[config.mk]
export PLATFORM = sky130hd
export DESIGN_NAME = reliable_datagram_receiver_core
export DESIGN_NICKNAME = d
export VERILOG_FILES = /design/src/rtl/rdr_pkg.sv /design/src/rtl/rdr_parse.sv /design/src/rtl/reliable_datagram_receiver_core.sv
export SDC_FILE = /design/constraint.sdc
export NUM_CORES = 1
export LEC_CHECK = 0
export BUFFER_PORTS_ARGS = -buffer_cell sky130_fd_sc_hd__buf_2
export CAP_MARGIN = 20
export CORE_MARGIN = 5
export CORE_UTILIZATION = 38
export DETAILED_ROUTE_END_ITERATION = 7
export PLACE_DENSITY = 0.58
export SYNTH_ARGS = -nofsm -noshare
export SYNTH_HDL_FRONTEND = slang
export SYNTH_SLANG_ARGS = --single-unit
export TNS_END_PERCENT = 20
[constraint.sdc]
create_clock -name i_clk -period 9.7 [get_ports i_clk]
set_input_delay 1.94 -clock i_clk [delete_from_list [all_inputs] [get_ports i_clk]]
set_output_delay 1.94 -clock i_clk [all_outputs]
set_load 0.005 [all_outputs]
[src/rtl/rdr_pkg.sv]
// Package for the reliable datagram receiver: transfer payload types and fixed constants.
// No dependencies; every rtl file refers to it by scoped names.
`default_nettype none

package rdr_pkg;

    localparam int unsigned BYTE_W  = 8;
    localparam int unsigned LEN_W   = 12;
    localparam int unsigned SEQ_W   = 32;
    localparam int unsigned CSUM_W  = 16;

    // Hard ceiling on the accepted packet length, whatever the register holds.
    localparam logic [LEN_W:0]    MAX_PACKET_BYTES = 13'd2048;
    localparam logic [LEN_W-1:0]  MAX_BYTES_RESET  = 12'd1500;
    localparam logic [LEN_W-1:0]  HEADER_BYTES     = 12'd8;
    // Byte position of the low checksum byte; the pair 4..5 is never summed.
    localparam logic [LEN_W-1:0]  CSUM_LOW_POS     = 12'd5;
    localparam logic [CSUM_W-1:0] ALL_ONES         = 16'hFFFF;
    localparam logic [CSUM_W-1:0] ACK_TYPE         = 16'hAAAA;

    typedef struct packed {
        logic [BYTE_W-1:0] data_byte;
        logic              last_byte;
    } t_in_item;

    typedef struct packed {
        logic [SEQ_W-1:0]  ack_number;
        logic              in_order;
        logic [CSUM_W-1:0] ack_checksum;
    } t_out_item;

    // Acknowledgement decision passed from the parser to the checksum stage.
    typedef struct packed {
        logic [SEQ_W-1:0] ack_number;
        logic             in_order;
    } t_ack;

endpackage

`default_nettype wire

[src/rtl/rdr_parse.sv]
// Packet parser: byte position, header capture, running word sum and expected sequence.
// Depends on rdr_pkg. Consumes one byte per enabled cycle and flags a passing packet end.
`default_nettype none

module rdr_parse (
    input  wire logic                        i_clk,
    input  wire logic                        i_rst_n,
    input  wire logic                        i_fire,
    input  wire rdr_pkg::t_in_item           i_item,
    input  wire logic [rdr_pkg::LEN_W-1:0]   i_max_bytes,
    output logic                             o_ack_valid,
    output rdr_pkg::t_ack                    o_ack
);

    logic [rdr_pkg::LEN_W-1:0]  r_pos,  n_pos;
    logic [rdr_pkg::CSUM_W-1:0] r_sum,  n_sum;
    logic [rdr_pkg::BYTE_W-1:0] r_pend, n_pend;
    logic [rdr_pkg::SEQ_W-1:0]  r_hseq, n_hseq;
    logic [rdr_pkg::CSUM_W-1:0] r_hck,  n_hck;
    logic [rdr_pkg::SEQ_W-1:0]  r_exp,  n_exp;

    logic [rdr_pkg::LEN_W-1:0]  limit;
    logic                       take;
    logic [rdr_pkg::CSUM_W-1:0] fin_sum;
    logic                       pass;
    logic                       match;
    logic [rdr_pkg::SEQ_W-1:0]  exp_inc;

    always_comb begin
        if ({1'b0, i_max_bytes} > rdr_pkg::MAX_PACKET_BYTES) begin
            limit = rdr_pkg::MAX_PACKET_BYTES[rdr_pkg::LEN_W-1:0];
        end else begin
            limit = i_max_bytes;
        end
        take = (r_pos < limit);

        n_pos  = r_pos;
        n_sum  = r_sum;
        n_pend = r_pend;
        n_hseq = r_hseq;
        n_hck  = r_hck;
        if (take) begin
            if (r_pos < 12'd4) begin
                n_hseq = {r_hseq[rdr_pkg::SEQ_W-rdr_pkg::BYTE_W-1:0], i_item.data_byte};
            end else if (r_pos < 12'd6) begin
                n_hck = {r_hck[rdr_pkg::CSUM_W-rdr_pkg::BYTE_W-1:0], i_item.data_byte};
            end
            if (!r_pos[0]) begin
                n_pend = i_item.data_byte;
            end else if (r_pos != rdr_pkg::CSUM_LOW_POS) begin
                n_sum = r_sum + {i_item.data_byte, r_pend};
            end
            n_pos = r_pos + 12'd1;
        end

        // Odd length: add the last low byte with a zero pad.
        if (n_pos[0] && (n_pos != rdr_pkg::CSUM_LOW_POS)) begin
            fin_sum = n_sum + {8'd0, n_pend};
        end else begin
            fin_sum = n_sum;
        end
        pass    = (n_pos >= rdr_pkg::HEADER_BYTES) &&
                  ((n_hck ^ fin_sum) == rdr_pkg::ALL_ONES);
        match   = (n_hseq == r_exp);
        exp_inc = r_exp + 32'd1;

        n_exp = r_exp;
        if (i_fire && i_item.last_byte && pass && match) begin
            n_exp = exp_inc;
        end

        o_ack_valid     = i_fire && i_item.last_byte && pass;
        o_ack.ack_number = match ? exp_inc : r_exp;
        o_ack.in_order   = match;
    end

    always_ff @(posedge i_clk) begin
        if (!i_rst_n) begin
            r_pos  <= '0;
            r_sum  <= '0;
            r_pend <= '0;
            r_hseq <= '0;
            r_hck  <= '0;
            r_exp  <= '0;
        end else if (i_fire) begin
            r_exp <= n_exp;
            // Packet end: drop all per-packet state.
            if (i_item.last_byte) begin
                r_pos  <= '0;
                r_sum  <= '0;
                r_pend <= '0;
                r_hseq <= '0;
                r_hck  <= '0;
            end else begin
                r_pos  <= n_pos;
                r_sum  <= n_sum;
                r_pend <= n_pend;
                r_hseq <= n_hseq;
                r_hck  <= n_hck;
            end
        end
    end

    a_exp_only_at_end: assert property (@(posedge i_clk) disable iff (!i_rst_n)
        !(i_fire && i_item.last_byte) |=> $stable(r_exp))
        else $error("expected sequence moved outside a packet end");

    a_pos_bounded: assert property (@(posedge i_clk) disable iff (!i_rst_n)
        {1'b0, r_pos} <= rdr_pkg::MAX_PACKET_BYTES)
        else $error("byte position ran past the packet ceiling");

endmodule

`default_nettype wire

[src/rtl/reliable_datagram_receiver_core.sv]
// Top level of the reliable datagram receiver: input register, parser, ack checksum stage.
// Depends on rdr_pkg and rdr_parse.
//
//  channel | direction | handshake                   | payload
//  in      | input     | i_in_valid / o_in_ready     | i_in_data  (rdr_pkg::t_in_item)
//  out     | output    | o_out_valid / i_out_ready   | o_out_data (rdr_pkg::t_out_item)
//  cfg     | input     | i_cfg_we (no wait)          | i_cfg_wdata (max_packet_bytes)
//
// One byte per cycle while the output is not stalled; the last byte passes the input
// register, then the decision register and the output register, which offers the result.
// Synchronous active-low reset clears control, parser state and sets the limit to 1500.
// An output stall backs up one stage at a time; the input keeps taking bytes until
// the input, decision and output registers are all full.
`default_nettype none

module reliable_datagram_receiver_core (
    input  wire logic                       i_clk,
    input  wire logic                       i_rst_n,
    input  wire logic                       i_in_valid,
    output logic                            o_in_ready,
    input  wire rdr_pkg::t_in_item          i_in_data,
    output logic                            o_out_valid,
    input  wire logic                       i_out_ready,
    output rdr_pkg::t_out_item              o_out_data,
    input  wire logic                       i_cfg_we,
    input  wire logic [rdr_pkg::LEN_W-1:0]  i_cfg_wdata
);

    logic [rdr_pkg::LEN_W-1:0] r_max_bytes;

    logic                  r_a_valid;
    rdr_pkg::t_in_item     r_a_data;
    logic                  r_b_valid;
    rdr_pkg::t_ack         r_b_data;
    logic                  r_c_valid;
    rdr_pkg::t_out_item    r_c_data;

    logic                  c_ready;
    logic                  b_ready;
    logic                  a_fire;
    logic                  in_fire;
    logic                  ack_valid;
    rdr_pkg::t_ack         ack;
    logic [rdr_pkg::CSUM_W-1:0] ack_sum;

    assign c_ready    = !r_c_valid || i_out_ready;
    assign b_ready    = !r_b_valid || c_ready;
    assign a_fire     = r_a_valid && b_ready;
    assign o_in_ready = !r_a_valid || b_ready;
    assign in_fire    = i_in_valid && o_in_ready;

    rdr_parse u_parse (
        .i_clk       (i_clk),
        .i_rst_n     (i_rst_n),
        .i_fire      (a_fire),
        .i_item      (r_a_data),
        .i_max_bytes (r_max_bytes),
        .o_ack_valid (ack_valid),
        .o_ack       (ack)
    );

    // Little-endian word sum of the ack header: big-endian sequence bytes, then the type.
    assign ack_sum = ~({r_b_data.ack_number[23:16], r_b_data.ack_number[31:24]}
                     + {r_b_data.ack_number[7:0],   r_b_data.ack_number[15:8]}
                     + rdr_pkg::ACK_TYPE);

    always_ff @(posedge i_clk) begin
        if (!i_rst_n) begin
            r_max_bytes <= rdr_pkg::MAX_BYTES_RESET;
            r_a_valid   <= 1'b0;
            r_b_valid   <= 1'b0;
            r_c_valid   <= 1'b0;
        end else begin
            if (i_cfg_we) begin
                r_max_bytes <= i_cfg_wdata;
            end
            if (o_in_ready) begin
                r_a_valid <= i_in_valid;
            end
            if (b_ready) begin
                r_b_valid <= ack_valid;
            end
            if (c_ready) begin
                r_c_valid <= r_b_valid;
            end
        end
    end

    always_ff @(posedge i_clk) begin
        if (in_fire) begin
            r_a_data <= i_in_data;
        end
        if (b_ready && ack_valid) begin
            r_b_data <= ack;
        end
        if (c_ready && r_b_valid) begin
            r_c_data.ack_number   <= r_b_data.ack_number;
            r_c_data.in_order     <= r_b_data.in_order;
            r_c_data.ack_checksum <= ack_sum;
        end
    end

    assign o_out_valid = r_c_valid;
    assign o_out_data  = r_c_data;

    a_b_holds: assert property (@(posedge i_clk) disable iff (!i_rst_n)
        (r_b_valid && !c_ready) |=> (r_b_valid && $stable(r_b_data)))
        else $error("decision register changed while blocked");

    a_a_not_overwritten: assert property (@(posedge i_clk) disable iff (!i_rst_n)
        (in_fire && r_a_valid) |-> a_fire)
        else $error("input register overwritten before the parser took it");

    a_ack_at_end: assert property (@(posedge i_clk) disable iff (!i_rst_n)
        ack_valid |-> (a_fire && r_a_data.last_byte))
        else $error("acknowledgement raised without a consumed last byte");

    a_c_from_b: assert property (@(posedge i_clk) disable iff (!i_rst_n)
        $rose(r_c_valid) |-> $past(r_b_valid))
        else $error("output became valid with no decision behind it");

endmodule

`default_nettype wire
==> results.sh <==
export IMPL_status="finished, final reports clean"
export IMPL_core_area_um2=33300
export IMPL_peakVddDrop_mv=0.113
export IMPL_crit_path_max_incr_delay_ps=820
export IMPL_met2_usage=0.263
export IMPL_grt_overflow_total=0
export IMPL_cts_buffers_inserted=25
export IMPL_tritoncts="yes"
export IMPL_p_clk_frac=0.471
export IMPL_path_delay_family="compound AO/OA/AOI/OAI gates"
export IMPL_vias_per_cell=5.37
export IMPL_holdCritPathClass="flop to flop"
export IMPL_final_cells=1864
export IMPL_placed_cells=1818
export IMPL_power_switching_uw=471
export IMPL_synth_area_leaders="edfxtp_1, dfxtp_1, ha_1"
export IMPL_synth_edf_count=91
export IMPL_ys_types=79
export IMPL_path_max_fanout=41
export IMPL_placed_area_um2=13500
export IMPL_num_vias=10001
export IMPL_grt_pass1_wl_mm=50.5
export IMPL_ys_warn_count=0
export IMPL_setup_viol=0
export IMPL_fin_crit_sh=0.729
export IMPL_die_area_um2=37200
export IMPL_busiest_layer="met2"
export IMPL_met1_usage=0.237
export IMPL_antenna_cells=0
export IMPL_arrival_ps=7300
export IMPL_die_w_um=193
export IMPL_synth_ff_type="dfxtp_1"
export IMPL_totalPowerFinal_mw=2.08
export IMPL_p_sw_frac=0.226
export IMPL_ys_seq_area_frac=0.421
export IMPL_firstDrtPassIters=5
export IMPL_antenna_found_initial=0
export IMPL_cts_num_sinks=222
export IMPL_critPathBufInv=6
export IMPL_avgRoutedWirePerCell_um=17.0
export IMPL_hold_viol=0
export IMPL_place_ws_ps=2690
export IMPL_hpwl_mm=23.0
export IMPL_skew_ps=13.0
export IMPL_cpMaxStageDelayCell="o2111ai_1"
export IMPL_leakagePower_nw=5.99
export IMPL_slew_headroom=0.278
export IMPL_final_area_um2=14400
export IMPL_post_cts_buffers=0
export IMPL_cts_buffer_depth=3
export IMPL_synth_nets=1451
export IMPL_drtIter0Drc=615
export IMPL_power_density_nw_per_um2=145
export IMPL_drcViolationCount=0
export IMPL_layout_drive_gt1_share=0.116
export IMPL_ant_nets=0
export IMPL_cts_root_buf="clkbuf_16"
export IMPL_ys_ff_latch=222
export IMPL_worst_pin_slew_ps=1080
export IMPL_final_util=0.433
export IMPL_port_buffers=76
export IMPL_clk_latency_ps=540
export IMPL_h_tree_depth=1
export IMPL_crit_path_end_kind="flop"
export IMPL_grt_pass1_vias=9515
export IMPL_finalSetupTns_ps=0
export IMPL_ctsHoldBuffers=0
export IMPL_rows=67
export IMPL_track_usage=0.167
export IMPL_cts_clk_slew_worst_paths_ps=60
export IMPL_max_freq_ghz=0.142
export IMPL_synth_top_area_cell="edfxtp_1"
export IMPL_syn_area_per_cell_um2=9.38
export IMPL_crit_type="flop to flop"
export IMPL_cts_resized=0
export IMPL_p_int_mw=1.61
export IMPL_grtUsageMet3=0.0274
export IMPL_comb_power_share=0.053
export IMPL_crit_path_frequent_cell="inv_1"
export IMPL_syn_area_um2=12700
export IMPL_post_route_worst_setup_slack_ps=2630
export IMPL_rsz0062_at_grt="false"
export IMPL_final_period_minus_worst_setup_slack_ps=7070
export IMPL_slew_viol_final=0
export IMPL_ioPinCount=77
export IMPL_initial_core_util=0.382
export IMPL_critPathLaunchType="flop"
export IMPL_synth_top_area_share=0.215
export IMPL_drv_cap=0
export IMPL_synthesis_instances=1356
export IMPL_n_fill_cell=3225
export IMPL_grt_max_degree=96
export IMPL_power_frac_seq=0.476
export IMPL_holdWs_ps=446
export IMPL_gp_congestion=0.876
export IMPL_required_ps=9940
export IMPL_area_delta_synth_final_pct=13.2
export IMPL_drt_wl_total_mm=31.6
export IMPL_fin_nets=1493
export IMPL_async_flop_share=0
export IMPL_dieHeight_um=193
worst reg2reg max path: cells and delay by family, from the launching register on:
| kind | cells | cell delay (ps) |
|---|---|---|
| flops | 1 | 320 |
| buf+inv | 6 | 1330 |
| simple gates | 7 | 1530 |
| compound gates | 9 | 2420 |
| fa+ha+maj | 3 | 880 |
| mux | 1 | 290 |
final cells by class:
cell class | instances | area, um2 | share of cell area
repair buffers | 93 | 528 | 0.0367
clock inverters | 12 | 156 | 0.0109
inverters | 86 | 324 | 0.0225
clock buffers | 33 | 707 | 0.0491
multi-input cells | 970 | 6770 | 0.470
flip-flops and latches | 222 | 5360 | 0.372
well taps | 448 | 561 | 0.0389
layer usage:
| layer | share of wire | routed length, um | up-vias |
|---|---|---|---|
| li1 | - | - | 4989 |
| met1 | 0.48 | 15100 | 4718 |
| met2 | 0.44 | 13900 | 240 |
| met3 | 0.057 | 1810 | 54 |
| met4 | 0.026 | 809 | 0 |
| met5 | 0 | 0 | - |
final timing paths:
path                    from        endpoint  slack, ps  cells after the start
min reg2reg      r_b_data[0]  o_out_data[16]        450                      0
max          r_max_bytes[11]     r_b_data[9]       2630                     26
max reg2reg  r_max_bytes[11]     r_b_data[9]       2630                     26
min              r_b_data[0]  o_out_data[16]        450                      0
power groups by stage:
stage	Sequential, mW	Combinational (mW)	Clock [mW]
global route	0.992	0.124	1.05
finish	0.991	0.111	0.981
floorplan	1.00	0.0832	0
detailed placement	1.01	0.110	0
CTS	0.991	0.111	1.01
global placement	1.01	0.110	0
flip-flops by register name (all words and copies together) (netlist names):
register	flops
r_a_valid	1
o_out_data	49
u_parse.r_pos	12
u_parse.r_hseq	32
u_parse.r_pend	8
r_a_data	9
r_max_bytes	12
r_b_data	33
o_out_valid	1
u_parse.r_hck	16
u_parse.r_sum	16
r_b_valid	1
u_parse.r_exp	32
placed cells by master (no fill, tap or decap), types with 13 or more instances in the layout:
cell type,Yosys,routed
and3_1,25,25
buf_4,1,16
xnor2_1,77,77
xor2_1,38,38
nor4_1,14,13
inv_1,85,85
nor2_1,121,120
nand2_1,91,91
ha_1,66,66
buf_2,6,76
dfxtp_1,131,131
or3_1,21,21
mux2i_1,61,61
a22oi_1,71,71
a21oi_1,77,77
o21ai_0,53,52
edfxtp_1,91,91
nand4_1,16,16
nor3_1,21,21
nand3_1,26,26
clkbuf_16,0,26
Yosys cell counts (all sizes together), types with 4 or more instances:
library cell,instances
o21ai,57
nor4,16
a22oi,71
o2111ai,9
o211ai,6
buf,11
nor3,21
o21bai,11
nand4,16
a31oi,4
mux2i,61
or4,11
nand2b,10
and3,25
nor2,121
or2,5
o21a,6
edfxtp,91
nor2b,10
a211oi,6
mux2,11
ha,66
clkbuf,67
o22ai,7
xor2,38
inv,86
nand3b,7
o31ai,8
dfxtp,131
and2,5
nand3,26
a21oi,78
nand2,91
o211a,4
nor4b,4
a21bo,4
xnor2,77
a21o,9
or3,21
kinds of logic (layout without fill, tap and decap cells):
group                    Yosys count  in the layout  share of synthesized area
adder cells (fa/ha/maj)           69             69                     0.0696
multiplexers                      72             72                     0.0577
flip-flops                       222            222                      0.421
AND/OR/NAND/NOR                  398            398                      0.155
XOR/XNOR                         116            116                     0.0809
AO/OA/AOI/OAI                    315            315                      0.166
buffers and inverters            164            224                     0.0494
Power figures use the tool's default switching activity.
